`src/hdl/lr_pkg.sv`:
```
`timescale 1ns / 1ps

package lr_pkg;

  // Defaults for the top-level parameters
  localparam int LR_SCREEN_WIDTH  = 1920;
  localparam int LR_SCREEN_HEIGHT = 1080;
  localparam int LR_COORD_BITS    = 12;

  // Depth of the queue between setup and stepping (power of two, at least 2)
  localparam int LR_QUEUE_DEPTH = 2;

  // Packed colour: red in the top byte, blue in the bottom byte
  localparam int LR_CHAN_BITS   = 8;
  localparam int LR_COLOUR_BITS = 3 * LR_CHAN_BITS;

  // Request codes
  typedef enum logic [0:0] {
    CMD_START   = 1'b0,
    CMD_ADVANCE = 1'b1
  } cmd_t;

  // Step directions found by the setup stage
  typedef struct packed {
    logic x_neg;
    logic y_neg;
  } dir_flags_t;

  localparam int LR_DIR_BITS = $bits(dir_flags_t);

endpackage

```
`src/hdl/lr_front.sv`:
```
`timescale 1ns / 1ps

module lr_front
  import lr_pkg::*;
#(
  parameter int COORD_BITS = LR_COORD_BITS
) (
  input  logic [COORD_BITS-1:0] start_x,
  input  logic [COORD_BITS-1:0] start_y,
  input  logic [COORD_BITS-1:0] end_x,
  input  logic [COORD_BITS-1:0] end_y,
  output logic [COORD_BITS-1:0] delta_x,
  output logic [COORD_BITS-1:0] delta_y,
  output dir_flags_t            dir
);

  // Absolute spans and step directions of the new line
  always_comb begin
    dir.x_neg = end_x < start_x;
    dir.y_neg = end_y < start_y;
    delta_x   = dir.x_neg ? (start_x - end_x) : (end_x - start_x);
    delta_y   = dir.y_neg ? (start_y - end_y) : (end_y - start_y);
  end

endmodule

```
`src/hdl/lr_fifo.sv`:
```
`timescale 1ns / 1ps

module lr_fifo
  import lr_pkg::*;
#(
  parameter int WIDTH = 1,
  parameter int DEPTH = LR_QUEUE_DEPTH
) (
  input  logic             clk,
  input  logic             rst_n,
  input  logic             wr_valid,
  output logic             wr_ready,
  input  logic [WIDTH-1:0] wr_data,
  output logic             rd_valid,
  input  logic             rd_pop,
  output logic [WIDTH-1:0] rd_data
);

  localparam int PW = $clog2(DEPTH);
  localparam int CW = $clog2(DEPTH + 1);

  logic [WIDTH-1:0] entry_r [DEPTH];
  logic [PW-1:0]    wr_ptr_r, wr_ptr_nxt;
  logic [PW-1:0]    rd_ptr_r, rd_ptr_nxt;
  logic [CW-1:0]    count_r, count_nxt;
  logic             push;
  logic             pop;

  assign wr_ready = count_r != CW'(DEPTH);
  assign rd_valid = count_r != '0;
  assign rd_data  = entry_r[rd_ptr_r];
  assign push     = wr_valid && wr_ready;
  assign pop      = rd_pop && rd_valid;

  // Pointers wrap naturally since the depth is a power of two
  always_comb begin
    wr_ptr_nxt = push ? wr_ptr_r + PW'(1) : wr_ptr_r;
    rd_ptr_nxt = pop ? rd_ptr_r + PW'(1) : rd_ptr_r;
    count_nxt  = count_r + CW'(push) - CW'(pop);
  end

  always_ff @(posedge clk) begin
    if (!rst_n) begin
      wr_ptr_r <= '0;
      rd_ptr_r <= '0;
      count_r  <= '0;
    end else begin
      wr_ptr_r <= wr_ptr_nxt;
      rd_ptr_r <= rd_ptr_nxt;
      count_r  <= count_nxt;
    end
  end

  always_ff @(posedge clk) begin
    if (push) begin
      entry_r[wr_ptr_r] <= wr_data;
    end
  end

endmodule

```
`src/hdl/lr_back.sv`:
```
`timescale 1ns / 1ps

module lr_back
  import lr_pkg::*;
#(
  parameter int COORD_BITS = LR_COORD_BITS
) (
  input  logic                      clk,
  input  logic                      rst_n,
  // queue side
  input  logic                      q_valid,
  output logic                      q_pop,
  input  cmd_t                      q_cmd,
  input  logic [COORD_BITS-1:0]     q_start_x,
  input  logic [COORD_BITS-1:0]     q_start_y,
  input  logic [COORD_BITS-1:0]     q_end_x,
  input  logic [COORD_BITS-1:0]     q_end_y,
  input  logic [COORD_BITS-1:0]     q_delta_x,
  input  logic [COORD_BITS-1:0]     q_delta_y,
  input  dir_flags_t                q_dir,
  input  logic [LR_COLOUR_BITS-1:0] q_colour,
  // pixel side
  output logic                      pix_valid,
  input  logic                      pix_ready,
  output logic [COORD_BITS-1:0]     pix_x,
  output logic [COORD_BITS-1:0]     pix_y,
  output logic [LR_COLOUR_BITS-1:0] pix_colour,
  output logic                      pix_last
);

  localparam int DW = COORD_BITS + 3;

  logic                      active_r, active_nxt;
  logic                      valid_r, valid_nxt;
  logic                      last_r, last_nxt;
  logic [COORD_BITS-1:0]     cur_x_r, cur_x_nxt;
  logic [COORD_BITS-1:0]     cur_y_r, cur_y_nxt;
  logic [COORD_BITS-1:0]     tgt_x_r, tgt_x_nxt;
  logic [COORD_BITS-1:0]     tgt_y_r, tgt_y_nxt;
  logic signed [DW-1:0]      dec_r, dec_nxt;
  logic signed [DW-1:0]      inc_diag_r, inc_diag_nxt;
  logic signed [DW-1:0]      inc_axis_r, inc_axis_nxt;
  logic                      y_major_r, y_major_nxt;
  dir_flags_t                dir_r, dir_nxt;
  logic [LR_COLOUR_BITS-1:0] colour_r, colour_nxt;

  logic                      s_y_major;
  logic [COORD_BITS-1:0]     s_major;
  logic [COORD_BITS-1:0]     s_minor;
  logic                      minor_step;
  logic [COORD_BITS-1:0]     x_moved;
  logic [COORD_BITS-1:0]     y_moved;

  // Take a request whenever the pixel register is free or being drained
  assign q_pop = q_valid && (!valid_r || pix_ready);

  // Current position is the pixel on show: it only moves on a pop
  assign pix_valid  = valid_r;
  assign pix_x      = cur_x_r;
  assign pix_y      = cur_y_r;
  assign pix_colour = colour_r;
  assign pix_last   = last_r;

  always_comb begin
    s_y_major  = q_delta_y >= q_delta_x;
    s_major    = s_y_major ? q_delta_y : q_delta_x;
    s_minor    = s_y_major ? q_delta_x : q_delta_y;
    minor_step = !dec_r[DW-1];
    x_moved    = dir_r.x_neg ? cur_x_r - COORD_BITS'(1) : cur_x_r + COORD_BITS'(1);
    y_moved    = dir_r.y_neg ? cur_y_r - COORD_BITS'(1) : cur_y_r + COORD_BITS'(1);

    active_nxt   = active_r;
    last_nxt     = last_r;
    cur_x_nxt    = cur_x_r;
    cur_y_nxt    = cur_y_r;
    tgt_x_nxt    = tgt_x_r;
    tgt_y_nxt    = tgt_y_r;
    dec_nxt      = dec_r;
    inc_diag_nxt = inc_diag_r;
    inc_axis_nxt = inc_axis_r;
    y_major_nxt  = y_major_r;
    dir_nxt      = dir_r;
    colour_nxt   = colour_r;
    valid_nxt    = valid_r && !pix_ready;

    if (q_pop) begin
      case (q_cmd)
        CMD_START: begin
          y_major_nxt  = s_y_major;
          dir_nxt      = q_dir;
          dec_nxt      = DW'({s_minor, 1'b0}) - DW'(s_major);
          inc_axis_nxt = DW'({s_minor, 1'b0});
          inc_diag_nxt = DW'({s_minor, 1'b0}) - DW'({s_major, 1'b0});
          cur_x_nxt    = q_start_x;
          cur_y_nxt    = q_start_y;
          tgt_x_nxt    = q_end_x;
          tgt_y_nxt    = q_end_y;
          colour_nxt   = q_colour;
          last_nxt     = (q_delta_x == '0) && (q_delta_y == '0);
          active_nxt   = !last_nxt;
          valid_nxt    = 1'b1;
        end
        CMD_ADVANCE: begin
          // Drop an advance that arrives with no line running
          if (active_r) begin
            dec_nxt = dec_r + (minor_step ? inc_diag_r : inc_axis_r);
            if (y_major_r) begin
              cur_y_nxt = y_moved;
              if (minor_step) begin
                cur_x_nxt = x_moved;
              end
              last_nxt = y_moved == tgt_y_r;
            end else begin
              cur_x_nxt = x_moved;
              if (minor_step) begin
                cur_y_nxt = y_moved;
              end
              last_nxt = x_moved == tgt_x_r;
            end
            active_nxt = !last_nxt;
            valid_nxt  = 1'b1;
          end
        end
        default: begin
          valid_nxt = valid_r && !pix_ready;
        end
      endcase
    end
  end

  always_ff @(posedge clk) begin
    if (!rst_n) begin
      active_r <= 1'b0;
      valid_r  <= 1'b0;
    end else begin
      active_r <= active_nxt;
      valid_r  <= valid_nxt;
    end
  end

  always_ff @(posedge clk) begin
    last_r     <= last_nxt;
    cur_x_r    <= cur_x_nxt;
    cur_y_r    <= cur_y_nxt;
    tgt_x_r    <= tgt_x_nxt;
    tgt_y_r    <= tgt_y_nxt;
    dec_r      <= dec_nxt;
    inc_diag_r <= inc_diag_nxt;
    inc_axis_r <= inc_axis_nxt;
    y_major_r  <= y_major_nxt;
    dir_r      <= dir_nxt;
    colour_r   <= colour_nxt;
  end

endmodule

```
`src/hdl/line_rasterizer.sv`:
```
`timescale 1ns / 1ps
// Bresenham line rasterizer, all eight octants.
// Input channel (in_valid / in_ready): one request per handshake. A start
// request (command 0) loads both endpoints and the colour and yields the
// first pixel; an advance request (command 1) yields the next pixel along
// the major axis. An advance with no line running yields nothing.
// Output channel (out_valid / out_ready): one pixel per handshake, with its
// colour, an on-screen flag (write enable for frame memory) and a flag on
// the end point, which also ends the line.
// A request passes through the setup queue and then the stepping register
// before its pixel can be handed over.
// Throughput: one request and one pixel per clock while out_ready is high;
// each step is a single decision add plus a coordinate increment and
// compare in the stepper. A two-entry queue parts setup from stepping;
// if the receiver stalls, the queue fills and in_ready drops once it holds
// two requests, and the waiting pixel holds unchanged.
// Reset (rst_n low at a clock edge) empties the queue, drops any pending
// pixel and ends any running line.
module line_rasterizer
  import lr_pkg::*;
#(
  parameter int SCREEN_WIDTH  = LR_SCREEN_WIDTH,
  parameter int SCREEN_HEIGHT = LR_SCREEN_HEIGHT,
  parameter int COORD_BITS    = LR_COORD_BITS
) (
  input  logic                    clk,
  input  logic                    rst_n,
  // request channel
  input  logic                    in_valid,
  output logic                    in_ready,
  input  logic                    in_command,
  input  logic [COORD_BITS-1:0]   in_start_x,
  input  logic [COORD_BITS-1:0]   in_start_y,
  input  logic [COORD_BITS-1:0]   in_end_x,
  input  logic [COORD_BITS-1:0]   in_end_y,
  input  logic [LR_CHAN_BITS-1:0] in_red_in,
  input  logic [LR_CHAN_BITS-1:0] in_green_in,
  input  logic [LR_CHAN_BITS-1:0] in_blue_in,
  // pixel channel
  output logic                    out_valid,
  input  logic                    out_ready,
  output logic [COORD_BITS-1:0]   out_pixel_x,
  output logic [COORD_BITS-1:0]   out_pixel_y,
  output logic [LR_CHAN_BITS-1:0] out_red_out,
  output logic [LR_CHAN_BITS-1:0] out_green_out,
  output logic [LR_CHAN_BITS-1:0] out_blue_out,
  output logic                    out_on_screen,
  output logic                    out_last_pixel
);

  // Queue entry: command, endpoints, spans, directions, colour
  localparam int EW = 1 + 6 * COORD_BITS + LR_DIR_BITS + LR_COLOUR_BITS;
  // Screen limits compared at 17 bits, wider than the default coordinates
  localparam int LW = 17;
  localparam logic [LW-1:0] SCREEN_W_L = LW'(SCREEN_WIDTH);
  localparam logic [LW-1:0] SCREEN_H_L = LW'(SCREEN_HEIGHT);

  logic [COORD_BITS-1:0]     f_delta_x;
  logic [COORD_BITS-1:0]     f_delta_y;
  dir_flags_t                f_dir;
  logic [EW-1:0]             wr_entry;
  logic [EW-1:0]             rd_entry;
  logic                      q_valid;
  logic                      q_pop;
  logic                      q_cmd_bit;
  cmd_t                      q_cmd;
  logic [COORD_BITS-1:0]     q_start_x;
  logic [COORD_BITS-1:0]     q_start_y;
  logic [COORD_BITS-1:0]     q_end_x;
  logic [COORD_BITS-1:0]     q_end_y;
  logic [COORD_BITS-1:0]     q_delta_x;
  logic [COORD_BITS-1:0]     q_delta_y;
  dir_flags_t                q_dir;
  logic [LR_COLOUR_BITS-1:0] q_colour;
  logic [LR_COLOUR_BITS-1:0] pix_colour;

  // Front: spans and directions of each request, computed on the way in
  lr_front #(
    .COORD_BITS(COORD_BITS)
  ) u_front (
    .start_x(in_start_x),
    .start_y(in_start_y),
    .end_x  (in_end_x),
    .end_y  (in_end_y),
    .delta_x(f_delta_x),
    .delta_y(f_delta_y),
    .dir    (f_dir)
  );

  assign wr_entry = {in_command, in_start_x, in_start_y, in_end_x, in_end_y,
                     f_delta_x, f_delta_y, f_dir, in_red_in, in_green_in, in_blue_in};

  // Queue: decouples setup from stepping so each side stalls on its own
  lr_fifo #(
    .WIDTH(EW),
    .DEPTH(LR_QUEUE_DEPTH)
  ) u_fifo (
    .clk     (clk),
    .rst_n   (rst_n),
    .wr_valid(in_valid),
    .wr_ready(in_ready),
    .wr_data (wr_entry),
    .rd_valid(q_valid),
    .rd_pop  (q_pop),
    .rd_data (rd_entry)
  );

  assign {q_cmd_bit, q_start_x, q_start_y, q_end_x, q_end_y,
          q_delta_x, q_delta_y, q_dir, q_colour} = rd_entry;
  assign q_cmd = cmd_t'(q_cmd_bit);

  // Back: line state, decision term and the output pixel register
  lr_back #(
    .COORD_BITS(COORD_BITS)
  ) u_back (
    .clk       (clk),
    .rst_n     (rst_n),
    .q_valid   (q_valid),
    .q_pop     (q_pop),
    .q_cmd     (q_cmd),
    .q_start_x (q_start_x),
    .q_start_y (q_start_y),
    .q_end_x   (q_end_x),
    .q_end_y   (q_end_y),
    .q_delta_x (q_delta_x),
    .q_delta_y (q_delta_y),
    .q_dir     (q_dir),
    .q_colour  (q_colour),
    .pix_valid (out_valid),
    .pix_ready (out_ready),
    .pix_x     (out_pixel_x),
    .pix_y     (out_pixel_y),
    .pix_colour(pix_colour),
    .pix_last  (out_last_pixel)
  );

  assign {out_red_out, out_green_out, out_blue_out} = pix_colour;

  // Write enable: clear for pixels beyond the screen edges
  assign out_on_screen = (LW'(out_pixel_x) < SCREEN_W_L) && (LW'(out_pixel_y) < SCREEN_H_L);

endmodule

```
`config.mk`:
```
export PLATFORM = sky130hd
export DESIGN_NAME = line_rasterizer
export DESIGN_NICKNAME = d
export VERILOG_FILES = /design/src/hdl/lr_pkg.sv /design/src/hdl/lr_front.sv /design/src/hdl/lr_fifo.sv /design/src/hdl/lr_back.sv /design/src/hdl/line_rasterizer.sv
export SDC_FILE = /design/constraint.sdc
export NUM_CORES = 1
export LEC_CHECK = 0
export BUFFER_PORTS_ARGS = -buffer_cell sky130_fd_sc_hd__buf_2
export CAP_MARGIN = 10
export CORE_MARGIN = 2
export CORE_UTILIZATION = 50
export DETAILED_ROUTE_END_ITERATION = 8
export GPL_ROUTABILITY_DRIVEN = 0
export PLACE_DENSITY = 0.68
export SETUP_SLACK_MARGIN = 0.02
export SLEW_MARGIN = 25
export SYNTH_ARGS = -nofsm -noshare
export SYNTH_HDL_FRONTEND = slang
export SYNTH_SLANG_ARGS = --single-unit
```
`constraint.sdc`:
```
create_clock -name clk -period 17.8 [get_ports clk]
set_clock_uncertainty 0.2 [all_clocks]
set_input_delay 3.56 -clock clk [delete_from_list [all_inputs] [get_ports clk]]
set_output_delay 3.56 -clock clk [all_outputs]
set_load 0.005 [all_outputs]
```
# Yosys cells after proc, flatten, opt, wreduce, memory -nomap -nowiden
# Memory sizes are Yosys's and may differ from the RTL's. A register that Yosys moved wholly into a read port is not among the register bits.
# Cells that the tools add are included.
# Widths: inputs -> output; s select.
# classes
n_addsub	15
order_cmp	5
n_eq_ne	6
mux	32
bitwise_logic	1
n_reduce_logical	18
# op_table
operator	n
$mux 12	12
$pmux 12 s2	2
$sub 12x12->12	4
$mux 15	2
$pmux 15 s2	1
$add 12x1->12 const B	2
$eq 12x12->1	2
$logic_not 12->1	2
$lt 12x11->1 const B	2
$lt 12x12->1	2
$sub 12x1->12 const B	2
$add 15x15->15	1
$sub 13x12->14	1
$sub 13x13->14	1
$ge 12x12->1	1
$mux 1	12
$logic_and 1x1->1	6
$ne 3x3->1 const B	2
$pmux 1 s2	3
$reduce_and 3->1	2
$logic_not 1->1	4
$reduce_and 2->1	2
$add 1x1->1 const B	2
$add 2x1->2	1
6 further kinds	6
# word_totals
regBits	124
mem_bits_rw	198
in_bits	77
out_inout_bits	52
wordCells	95
memories	1
# memory_table
name	depth	width	rd	rd_clocked_by_memory_dff	wr	line	source
u_fifo.entry_r	2	99	1	1	1	lr_fifo.sv:22	logic [WIDTH-1:0] entry_r [DEPTH];

# Logic depth before layout (Yosys ltp)
# Gate-level depths: netlist of the first run.
# depth
ltp_word	10
depth_mapped	25
depth_no_buf	20

# By module
# Synthesis of the first run repeated with hierarchy kept, for this count alone.
# hier_totals
cells_unflattened	1361
area_unflattened_um2	17406.7
# modules_own_cells
mod	instances	cells_each	area_per_inst_um2	seq_area_each_um2
lr_back	1	715	7697.4	3493.4
lr_fifo	1	337	7434.6	6045.8
lr_front	1	304	2229.6	0.0
line_rasterizer	1	5	45.0	0.0

# Worst setup path after synthesis of the first run
# Ideal clock, no wire load.
# synth_timing
path_type	input to register
startpoint	input port in_valid
endpoint	memory u_fifo.entry_r[0][0] in the netlist's numbering (enable)
setup_ns	0.559
arrival_ns	7.779
required_time_ns	17.041
setup_slack_ns	9.263
path_stages	2
path_buffers	0
path_cell_list	nand2_1 > nor2_1
# synth_via
elab_chain_len	3
# synth_rtl
item	line	source
start: declaration	line_rasterizer.sv:29	input logic in_valid,
$logic_and 1x1->1	lr_fifo.sv:32	assign push = wr_valid && wr_ready;
$mux 1	lr_fifo.sv:55	if (push) begin
$mux 1 (implied by the code)	lr_fifo.sv:56	entry_r[wr_ptr_r] <= wr_data;
end: declaration	lr_fifo.sv:22	
# No other way between the ends.

==> results.md, run 1 <==
* First-pass GRT wire length at 58.2 mm
* Final Power at between 3 and 4 mW
* Core area at 0.0337 sq mm
* Fmax at 143 MHz
* GRT Resource Usage Total at ~21%
* CP cell instances: buf_4, mux2i_1, ha_1, a22oi_1, o211a_1, o21ai_4, nor2_4, inv_4, nor2_1, a21oi_1, ha_1, a21oi_1, nand3_1, a211oi_1, a31oi_1, o211ai_1, nand2b_1, a31oi_1, xor2_1, a21oi_1
* Most used cell, CP: a21oi_1
* Area grow syn2layout at 13.5%
* Routed length per instance at between 15 and 20 um
* Fraction of layout cells with a size suffix above 1 at 18.5%
* Sequential element share of the synthesized area at 55.4%
* Htree depth at 2
* Post-route setup TNS at 0 ns
* Asr flop ratio synth at 0%
* Clock share of power at 19.0%
* Syn Std Cell Area at about 0.017 sq mm
* Static leakage at about 7.5 nW
* Router iterations before antenna repair at 5
* Clock transition at the registers of the reported paths at about 0.060 ns
* Endpoint type of the worst setup path: flop
* Avg Synthesized Cell Area at between 10 and 15 sq um
* Postcts setup bufs at 0
* Antenna Nets Post-Route at 0
* Layout Nets at about 1.7k
* Mapped Cells at 1396
* Fillers at around 2.8k
* Status: complete, no violations
* Initial antenna violation count at 1
* Cell variety after synth at 78
* Final setup fails at 0
* Register share of total power at 32.5%
* Crit path max fanout at 53
* CP Data Arrival Time at 7.03 ns
* Vias in the first global route at 10.9k
* Setup CP Type: reg2reg
* Synth top area share at 54.6%
* Synthesized net count at 1583
* Int Pwr at 2.31 mW
* CP Launch Type: flop
* Slowest stage cell, crit path: dfxtp_4
* Max incr delay on CP at between 0.8 and 0.9 ns
* Root Driver: clkbuf_16
* Max_slew headroom at 37.6%
* DR DRC count at 0
* Initial drt markers at 824
* Die width at 190 um
* Worst Tran Pin Value at 0.934 ns
* Sink Count at 320
* Leading register cell type out of synthesis: edfxtp_1
* Vias/cell at 5.58
* Total Wirelength at ~37 mm
* Fin. Hold Viols at 0
* HPWL Detailed at between 20 and 30 mm
* P_sw at 1.45 mW
* Die Y at ~190 um
* Final Cycle Share at 39.3%
* Combinational share of power at approximately half
* CTS buffer count at 36
* CTS tree: yes
* Yosys top cell by area: edfxtp_1
* Post-synth EDFFs at 313
* Critical path required time at between 15 and 20 ns
* Final worst path period need at 7.00 ns
* Hold buffers post-CTS at 0
* Post-synthesis register bit count at 320
* RSZ-0062 raised after global routing: false
* Final Max Slew Viols at 0
* Clk_lat worst skew at between 0.5 and 0.6 ns
* Routed via count at 11.2k
* Rows at 67
* Port Buffer Count at approximately 130
* Max Cap Viol at 0
* Synth warnings at 0
* GRT Residual Overflow at 0
* Max VDD drop at 0.127 mV
* Pwr Density at 192 mW/mm^2
* Ranking of synthesized cells by area: edfxtp_1 55%, ha_1 7.4%, mux2_2 4.8%
* Hold Path Class: reg2reg
* Net Sw Frac at 38.6%
* Max clock buf depth at 3
* Largest net degree at the start of global routing at 54
* Io pins at 129
* Initial core utilization at 51.1%
* # resized after CTS at 0
* Die Area at 0.0359 sq mm
-- layout make-up --
| class | count | area, sq um | share of cell area, % |
|---|---|---|---|
| antenna | 1 | 2.50 | 0.0128 |
| clock buffer | 46 | 990 | 5.06 |
| clock inverter | 19 | 169 | 0.864 |
| inverter | 98 | 373 | 1.91 |
| multi-input combinational | 944 | 7200 | 36.8 |
| sequential | 320 | 9540 | 48.8 |
| tap | 448 | 561 | 2.87 |
| timing repair buffer | 137 | 708 | 3.62 |
-- placed cells by master, fill, tap and decap left out, types with 28 or more instances in the layout --
master / instances
edfxtp_1: 313
buf_2: 128
ha_1: 102
inv_1: 95
a21oi_1: 87
nand2_1: 80
nor2_1: 77
mux2_2: 74
o21ai_0: 64
xnor2_1: 59
mux2i_1: 47
clkbuf_16: 37
xor2_1: 35
nand3_1: 28
-- per-layer routing --
layer	share of wire (%)	track usage [%]	wire, um
met5	0	0	0
met4	2.5	6.20	927
met3	6.3	3.87	2320
met2	46	33.3	17100
met1	45	28.3	16700
-- critical path, delay by kind of cell (launching register included) --
family	cells	cell delay, ns
buffers and inverters	2	1.05
XOR/XNOR	1	0.16
AO/OA/AOI/OAI	10	1.76
adder cells (fa/ha/maj)	2	0.80
flip-flops	1	0.87
AND/OR/NAND/NOR	4	1.07
multiplexers	1	0.67
-- synth_stat cells (all sizes together), types with 5 or more instances --
library cell / count
a211o: 6
a211oi: 18
a21boi: 8
a21o: 16
a21oi: 88
a31oi: 10
and2: 17
and3: 8
buf: 15
clkbuf: 19
dfxtp: 7
edfxtp: 313
fa: 8
ha: 102
inv: 97
mux2: 76
mux2i: 50
nand2: 81
nand2b: 9
nand3: 28
nand3b: 5
nand4: 13
nor2: 80
nor2b: 18
nor3: 24
nor4: 8
o211ai: 8
o21a: 8
o21ai: 81
o21bai: 6
o31ai: 9
or2: 6
or3: 11
xnor2: 59
xor2: 35
-- worst paths after layout --
check                    from          endpoint  slack (ns)  cells past startpoint
max reg2reg              flop   u_back.dec_r[7]       10.81                     20
min reg2reg  u_back.pix_valid  u_back.pix_valid        0.31                      2
max                      flop   u_back.dec_r[7]       10.81                     20
min          u_back.pix_valid  u_back.pix_valid        0.31                      2
-- sequential cells by signal, summed over array words and instances, names as in the netlist, 13 cells and up, named ones only --
register / count
u_fifo.entry_r: 198
u_back.inc_diag_r: 13
u_back.pix_colour: 24
u_back.dec_r: 14
-- kinds of logic after synthesis --
group           count (synthesis)  share of synthesized area, %
mux                           126                          7.99
flops                         320                          55.4
simple gates                  314                          8.87
fa+ha+maj                     111                          8.40
buf+inv                       132                          2.99
xor+xnor                       97                          5.18
compound gates                296                          11.2
-- power groups by stage --
stage	Combinational, mW	Sequential [mW]	Clock, mW
floorplan	1.40	1.20	0
CTS	1.81	1.23	0.732
global route	2.02	1.24	0.759
finish	1.82	1.22	0.716
detailed placement	1.80	1.24	0
global placement	1.77	1.23	0
-- through the flow --
step | setup slack (ns) | instance area [sq um] | hold slack [ns] | util, % | instances
2_1_floorplan | 9.26 | 17200 | 0.287 | - | 1396
3_3_place_gp | 10.74 | 18400 | 0.283 | 54.5 | 1947
3_5_place_dp | 10.70 | 18400 | 0.307 | 54.5 | 1947
4_1_cts | 10.88 | 19500 | 0.313 | 58.0 | 2012
5_1_grt | 10.25 | 19500 | 0.347 | 58.0 | 2012
6_report | 10.81 | 19500 | 0.305 | 58.0 | 2013
(Power assumes the default switching activity.)
==> run 2: changes to the inputs <==
--- a/config.mk
+++ b/config.mk
@@ -11,7 +11,7 @@
 export CORE_UTILIZATION = 50
 export DETAILED_ROUTE_END_ITERATION = 8
 export GPL_ROUTABILITY_DRIVEN = 0
-export PLACE_DENSITY = 0.68
+export PLACE_DENSITY = 0.71
 export SETUP_SLACK_MARGIN = 0.02
 export SLEW_MARGIN = 25
 export SYNTH_ARGS = -nofsm -noshare
==> constraint.sdc (replaced) <==
create_clock -name clk -period 5.9 [get_ports clk]
set_clock_uncertainty 0.2 [all_clocks]
set_input_delay 1.18 -clock clk [delete_from_list [all_inputs] [get_ports clk]]
set_output_delay 1.18 -clock clk [all_outputs]
set_load 0.005 [all_outputs]
==> results.md, run 2 (synthesized netlist as in run 1, its figures left out) <==
* HPWL Detailed at 26.5 mm (was 25.8 mm)
* Status: complete, no violations (unchanged)
* Router iterations before antenna repair at 5 (unchanged)
* Most used cell, CP: a21oi_1 (unchanged)
* Clock share of power at 19.2% (was 19.0%)
* Crit path max fanout at 35 (was 53)
* Port Buffer Count at 128 (unchanged)
* Net Sw Frac at 38.2% (was 38.6%)
* Initial antenna violation count at 8 (was 1)
* DP Worst Slack at 0.558 ns (was 10.70 ns)
* Layout Nets at 1729 (was 1724)
* Slowest stage cell, crit path: dfxtp_4 (unchanged)
* Worst setup margin at 0.453 ns (was 10.81 ns)
* Die Area at 0.0359 sq mm (unchanged)
* Final Cycle Share at 92.3% (was 39.3%)
* Max reg flops at 198 (unchanged)
* CTS buffer count at 35 (was 36)
* Clock transition at the registers of the reported paths at 0.06 ns (about the same)
* Die width at 190 um (unchanged)
* Worst Path Buf+Inv at 4 (was 2)
* Sink Count at 320 (unchanged)
* Vias/cell at 5.57 (was 5.58)
* Most common cell after layout, fill and taps aside: edfxtp_1 (unchanged)
* Static leakage at 7.56 nW (was 7.54 nW)
* Postcts setup bufs at 0 (unchanged)
* Fraction of layout cells with a size suffix above 1 at 19.0% (was 18.5%)
* Root Driver: clkbuf_16 (unchanged)
* Clk_lat worst skew at 0.52 ns (about the same)
* Biggest register: u_fifo.entry_r (unchanged)
* Max incr delay on CP at 0.50 ns (was 0.87 ns)
* Total Wirelength at 36.9 mm (was 37.1 mm)
* Hold Path Class: reg2reg (unchanged)
* Pwr Density at 580 mW/mm^2 (was 192 mW/mm^2)
* Post-route setup TNS at 0 ns (unchanged)
* DR DRC count at 0 (unchanged)
* Layout Utilization at 58.1% (was 58.0%)
* Max_slew headroom at 32.9% (was 37.6%)
* Fillers at 2803 (was 2821)
* GRT Residual Overflow at 0 (unchanged)
* Core area at 0.0337 sq mm (unchanged)
* Max VDD drop at 0.336 mV (was 0.127 mV)
* CTS tree: yes (unchanged)
* Register share of total power at 32.1% (was 32.5%)
* Io pins at 129 (unchanged)
* Leading cell types in the layout, fill and taps excluded: 313 x edfxtp_1, 128 x buf_2, 102 x ha_1, 95 x inv_1, 87 x a21oi_1 (unchanged)
* Die Y at 190 um (unchanged)
* Largest net degree at the start of global routing at 60 (was 54)
* CP cell instances: mux2i_1, clkinv_1, ha_1, nand2_1, nor3_1, and3_1, nor2_4, buf_4, o21ai_0, inv_1, fa_1, inv_1, a21oi_1, a21oi_1, mux2i_1, o21ai_1, a41oi_1, a21oi_1, xnor2_1, o21ai_1 (was buf_4, mux2i_1, ha_1, a22oi_1, o211a_1, o21ai_4, nor2_4, inv_4, nor2_1, a21oi_1, ha_1, a21oi_1, nand3_1, a211oi_1, a31oi_1, o211ai_1, nand2b_1, a31oi_1, xor2_1, a21oi_1)
* Final setup fails at 0 (unchanged)
* Vias in the first global route at 11.2k (was 10.9k)
* Setup CP Type: reg2reg (unchanged)
* Final worst path period need at 5.45 ns (was 7.00 ns)
* Worst Tran Pin Value at 0.997 ns (was 0.934 ns)
* P_sw at 4.33 mW (was 1.45 mW)
* Final Max Slew Viols at 0 (unchanged)
* FF/Latch Area at 0.00954 sq mm (unchanged)
* Fmax at 184 MHz (was 143 MHz)
* Endpoint type of the worst setup path: flop (unchanged)
* # resized after CTS at 0 (unchanged)
* First-pass GRT wire length at 58.4 mm (was 58.2 mm)
* Initial core utilization at 51.1% (unchanged)
* Area grow syn2layout at 13.7% (was 13.5%)
* Htree depth at 2 (unchanged)
* Initial drt markers at 702 (was 824)
* CP top delay family: compound AO/OA/AOI/OAI gates (unchanged)
* Max Cap Viol at 0 (unchanged)
* Routed length per instance at 18.3 um (was 18.4 um)
* Hold buffers post-CTS at 0 (unchanged)
* Fin. Hold Viols at 0 (unchanged)
* DP Area at 0.0184 sq mm (about the same)
* Antenna Nets Post-Route at 0 (unchanged)
* Multi-input gate area in the final layout at 0.00720 sq mm (unchanged)
* Critical path required time at 5.95 ns (was 17.83 ns)
* CP Data Arrival Time at 5.49 ns (was 7.03 ns)
* CP Launch Type: flop (unchanged)
* Combinational share of power at 48.7% (was 48.4%)
* Final Instance Area at 0.0196 sq mm (was 0.0195 sq mm)
* Max clock buf depth at 3 (unchanged)
* Int Pwr at 7.02 mW (was 2.31 mW)
* GRT Resource Usage Total at 20.6% (about the same)
* Routed via count at 11.2k (about the same)
* RSZ-0062 raised after global routing: false (unchanged)
* Reg2reg setup slack at 0.45 ns (was 10.81 ns)
* Rows at 67 (unchanged)
[run 2: changes by cell type in the layout (fill, tap and decap cells not counted), sizes merged]
cell,delta
clkinv,-7
bufinv,+2
diode,+3
clkbuf,+1
clkinvlp,+1
buf,+6
[run 2: path summary, 6_finish.rpt]
kind / endpoint / start / cells after the start
max: u_back.dec_r[12] / flop / 20
min: u_back.tgt_y_r[6] / u_fifo.entry_r[0][56] / 1
max reg2reg: u_back.dec_r[12] / flop / 20
min reg2reg: u_back.tgt_y_r[6] / u_fifo.entry_r[0][56] / 1
[run 2: layer usage]
metal | vias up | GRT usage (%) | part of all wire (%)
li1 | 5478 | - | -
met1 | 5351 | 28.1 | 45
met2 | 342 | 33.4 | 46
met3 | 70 | 3.95 | 6.4
met4 | 8 | 6.68 | 2.6
met5 | - | 0 | 0.14
[run 2: through the flow]
| stage | hold slack [ns] | instances | power (mW) |
|---|---|---|---|
| 3_3_place_gp | 0.325 | 1953 | 9.06 |
| 3_5_place_dp | 0.334 | 1953 | 9.18 |
| 6_report | 0.335 | 2019 | 11.4 |
| 2_1_floorplan | 0.287 | 1396 | 7.85 |
| 4_1_cts | 0.340 | 2015 | 11.4 |
| 5_1_grt | 0.352 | 2018 | 12.2 |
[run 2: worst register-to-register path, stage by stage (launching register included)]
cell,delay (ns)
dfxtp_4,0.50
mux2i_1,0.40
clkinv_1,0.33
ha_1,0.48
nand2_1,0.12
nor3_1,0.26
and3_1,0.38
nor2_4,0.08
buf_4,0.25
o21ai_0,0.30
inv_1,0.10
fa_1,0.44
inv_1,0.08
a21oi_1,0.08
a21oi_1,0.16
mux2i_1,0.13
o21ai_1,0.30
a41oi_1,0.19
a21oi_1,0.19
xnor2_1,0.14
o21ai_1,0.07
[run 2: power groups by stage]
stage	Clock (mW)	Sequential (mW)	Combinational, mW
2_1_floorplan	0	3.62	4.22
3_3_place_gp	0	3.68	5.38
3_5_place_dp	0	3.69	5.49
4_1_cts	2.21	3.65	5.53
5_1_grt	2.30	3.70	6.15
6_report	2.18	3.64	5.53
[run 2: area by class of cell]
cell class	count	area share, %
Sequential cell	320	48.7
Multi-Input combinational cell	944	36.7
Clock buffer	47	4.86
Timing Repair Buffer	143	3.85
Tap cell	448	2.86
Inverter	98	1.90
Clock inverter	15	1.00
Antenna cell	4	0.0511
==> run 3: changes to the inputs <==
--- a/config.mk
+++ b/config.mk
@@ -11,7 +11,7 @@
 export CORE_UTILIZATION = 50
 export DETAILED_ROUTE_END_ITERATION = 8
 export GPL_ROUTABILITY_DRIVEN = 0
-export PLACE_DENSITY = 0.71
+export PLACE_DENSITY = 0.77
 export SETUP_SLACK_MARGIN = 0.02
 export SLEW_MARGIN = 25
 export SYNTH_ARGS = -nofsm -noshare
==> results.md, run 3 (synthesized netlist as in run 1, its figures left out) <==
* Postcts setup bufs at 0 (unchanged)
* Sink Count at 320 (unchanged)
* Rows at 67 (unchanged)
* Die Y at 190 um (unchanged)
* Highest Signal Layer: met5 (unchanged)
* DR DRC count at 0 (unchanged)
* Largest net degree at the start of global routing at 77 (was 60)
* Fin. Hold Viols at 0 (unchanged)
* Final Instance Area at 0.0196 sq mm (about the same)
* Antenna Nets Post-Route at 0 (unchanged)
* Clock share of power at 18.8% (was 19.2%)
* Net Sw Frac at 38.9% (was 38.2%)
* Max VDD drop at 0.315 mV (was 0.336 mV)
* Final Power at 11.4 mW (about the same)
* Initial drt markers at 913 (was 702)
* Initial core utilization at 51.1% (unchanged)
* Routed length on met2 at 17.5 mm (was 16.9 mm)
* CTS buffer count at 35 (unchanged)
* Max reg flops at 198 (unchanged)
* RR Endpoint: u_back.dec_r[12] (unchanged)
* Port Buffer Count at 128 (unchanged)
* Endpoint type of the worst setup path: flop (unchanged)
* Die Area at 0.0359 sq mm (unchanged)
* Final Cycle Share at 92.1% (was 92.3%)
* Routed length per instance at 18.8 um (was 18.3 um)
* Vias/cell at 5.70 (was 5.57)
* Hold EP: u_back.pix_valid (was u_back.tgt_y_r[6])
* Combinational share of power at 49.1% (was 48.7%)
* RSZ-0062 raised after global routing: false (unchanged)
* Setup CP Type: reg2reg (unchanged)
* Wire length on met1 at 16.4 mm (was 16.6 mm)
* Max_slew headroom at 36.3% (was 32.9%)
* Leading cell types in the layout, fill and taps excluded: 313 x edfxtp_1, 128 x buf_2, 102 x ha_1, 95 x inv_1, 87 x a21oi_1 (unchanged)
* Max clock buf depth at 3 (unchanged)
* Hold buffers post-CTS at 0 (unchanged)
* GRT Resource Usage Total at 21.0% (was 20.6%)
* Initial antenna violation count at 6 (was 8)
* Final Max Slew Viols at 0 (unchanged)
* HPWL Detailed at 26.4 mm (was 26.5 mm)
* Biggest register: u_fifo.entry_r (unchanged)
* Hold Path Class: reg2reg (unchanged)
* GRT Residual Overflow at 0 (unchanged)
* DP Area at 0.0184 sq mm (about the same)
* Root Driver: clkbuf_16 (unchanged)
* Area grow syn2layout at 13.5% (was 13.7%)
* Fillers at 2688 (was 2803)
* Total Wirelength at 37.8 mm (was 36.9 mm)
* Crit path max fanout at 35 (unchanged)
* Vias in the first global route at 11.3k (was 11.2k)
* Htree depth at 2 (unchanged)
* Fmax at 184 MHz (about the same)
* Hold Crit Depth at 2 (was 1)
* Die width at 190 um (unchanged)
* CP Data Arrival Time at 5.48 ns (was 5.49 ns)
* Fraction of layout cells with a size suffix above 1 at 18.9% (was 19.0%)
* Static leakage at 7.54 nW (was 7.56 nW)
* First-pass GRT wire length at 59.9 mm (was 58.4 mm)
* Worst Tran Pin Value at 0.956 ns (was 0.997 ns)
* Core area at 0.0337 sq mm (unchanged)
* Routed via count at 11.5k (was 11.2k)
* Router iterations before antenna repair at 6 (was 5)
* Status: complete, no violations (unchanged)
* Int Pwr at 6.97 mW (was 7.02 mW)
* Most common cell after layout, fill and taps aside: edfxtp_1 (unchanged)
* Max Cap Viol at 0 (unchanged)
* Layout Nets at 1727 (was 1729)
* Clk_lat worst skew at 0.52 ns (about the same)
* Hold_sp: u_back.pix_valid (was u_fifo.entry_r[0][56])
* Pwr Density at 584 mW/mm^2 (was 580 mW/mm^2)
* Io pins at 129 (unchanged)
* CP Launch Type: flop (unchanged)
* Metal3 WL at 2.75 mm (was 2.35 mm)
* Final setup fails at 0 (unchanged)
* FF-to-FF path depth at 20 (unchanged)
* Reg2reg setup slack at 0.46 ns (was 0.45 ns)
* Clock transition at the registers of the reported paths at 0.06 ns (about the same)
* # resized after CTS at 0 (unchanged)
* Post-route setup TNS at 0 ns (unchanged)
* P_sw at 4.44 mW (was 4.33 mW)
* CTS tree: yes (unchanged)
* Final worst path period need at 5.44 ns (was 5.45 ns)
* Critical path required time at 5.94 ns (was 5.95 ns)
* Register share of total power at 32.0% (was 32.1%)
run 3: cell types whose count changed in the layout (fill, tap and decap cells not counted), moves of 2 or more:
cell	previous run	this run
buf_4	15	12
clkinv_2	4	7
diode_2	4	1
bufinv_16	4	2
clkbuf_1	10	8
clkinv_1	3	5
clkbuf_16	36	38
run 3: metal layers:
layer | global-route usage (%) | up-vias
met5 | 0 | -
met4 | 6.68 | 10
met3 | 4.32 | 94
met2 | 34.6 | 414
met1 | 28.1 | 5490
li1 | - | 5485
run 3: metrics by stage:
step           util, %  hold slack, ns  setup slack [ns]  instances
2_1_floorplan        -           0.287             0.374       1396
3_3_place_gp      54.6           0.300             0.740       1951
3_5_place_dp      54.6           0.306             0.553       1951
4_1_cts           58.0           0.315             0.543       2014
5_1_grt           58.0           0.333             0.121       2015
6_report          58.0           0.313             0.464       2015
run 3: layout make-up:
type / instances / area [sq um] / share of cell area [%]
diodes: 1 / 2.50 / 0.0128
clock buffers: 46 / 981 / 5.02
clock inverters: 17 / 153 / 0.781
inverters: 98 / 373 / 1.91
multi-input cells: 944 / 7200 / 36.8
flip-flops and latches: 320 / 9540 / 48.8
well taps: 448 / 561 / 2.87
repair buffers: 141 / 742 / 3.79
run 3: worst max path at each step:
| stage | to | cells past startpoint | slack [ns] | start |
|---|---|---|---|---|
| floorplan | u_back.dir_r[0] | 6 | 0.37 | flop |
| global placement | u_back.dec_r[12] | 20 | 0.74 | flop |
| detailed placement | u_back.dec_r[12] | 20 | 0.55 | flop |
| CTS | u_back.dec_r[12] | 20 | 0.54 | flop |
| global route | u_back.dec_r[12] | 20 | 0.12 | flop |
| finish | u_back.dec_r[12] | 20 | 0.46 | flop |
run 3: power by group through the flow:
stage	registers (mW)	logic (mW)	clock network (mW)
floorplan	3.62	4.22	0
global placement	3.69	5.35	0
detailed placement	3.70	5.50	0
CTS	3.66	5.56	2.18
global route	3.71	6.22	2.27
finish	3.65	5.61	2.15
run 3: worst max-delay path, stage by stage (launching register included):
cell	delay, ns
dfxtp_4	0.52
buf_4	0.25
mux2i_2	0.59
ha_1	0.32
nand2_1	0.09
nor3_1	0.27
and3_1	0.37
nor2_4	0.08
buf_4	0.25
o21ai_0	0.26
inv_1	0.10
fa_1	0.45
inv_1	0.07
a21oi_1	0.08
a21oi_1	0.16
mux2i_1	0.13
o21ai_1	0.31
a41oi_1	0.20
a21oi_1	0.19
xnor2_1	0.14
o21ai_1	0.08
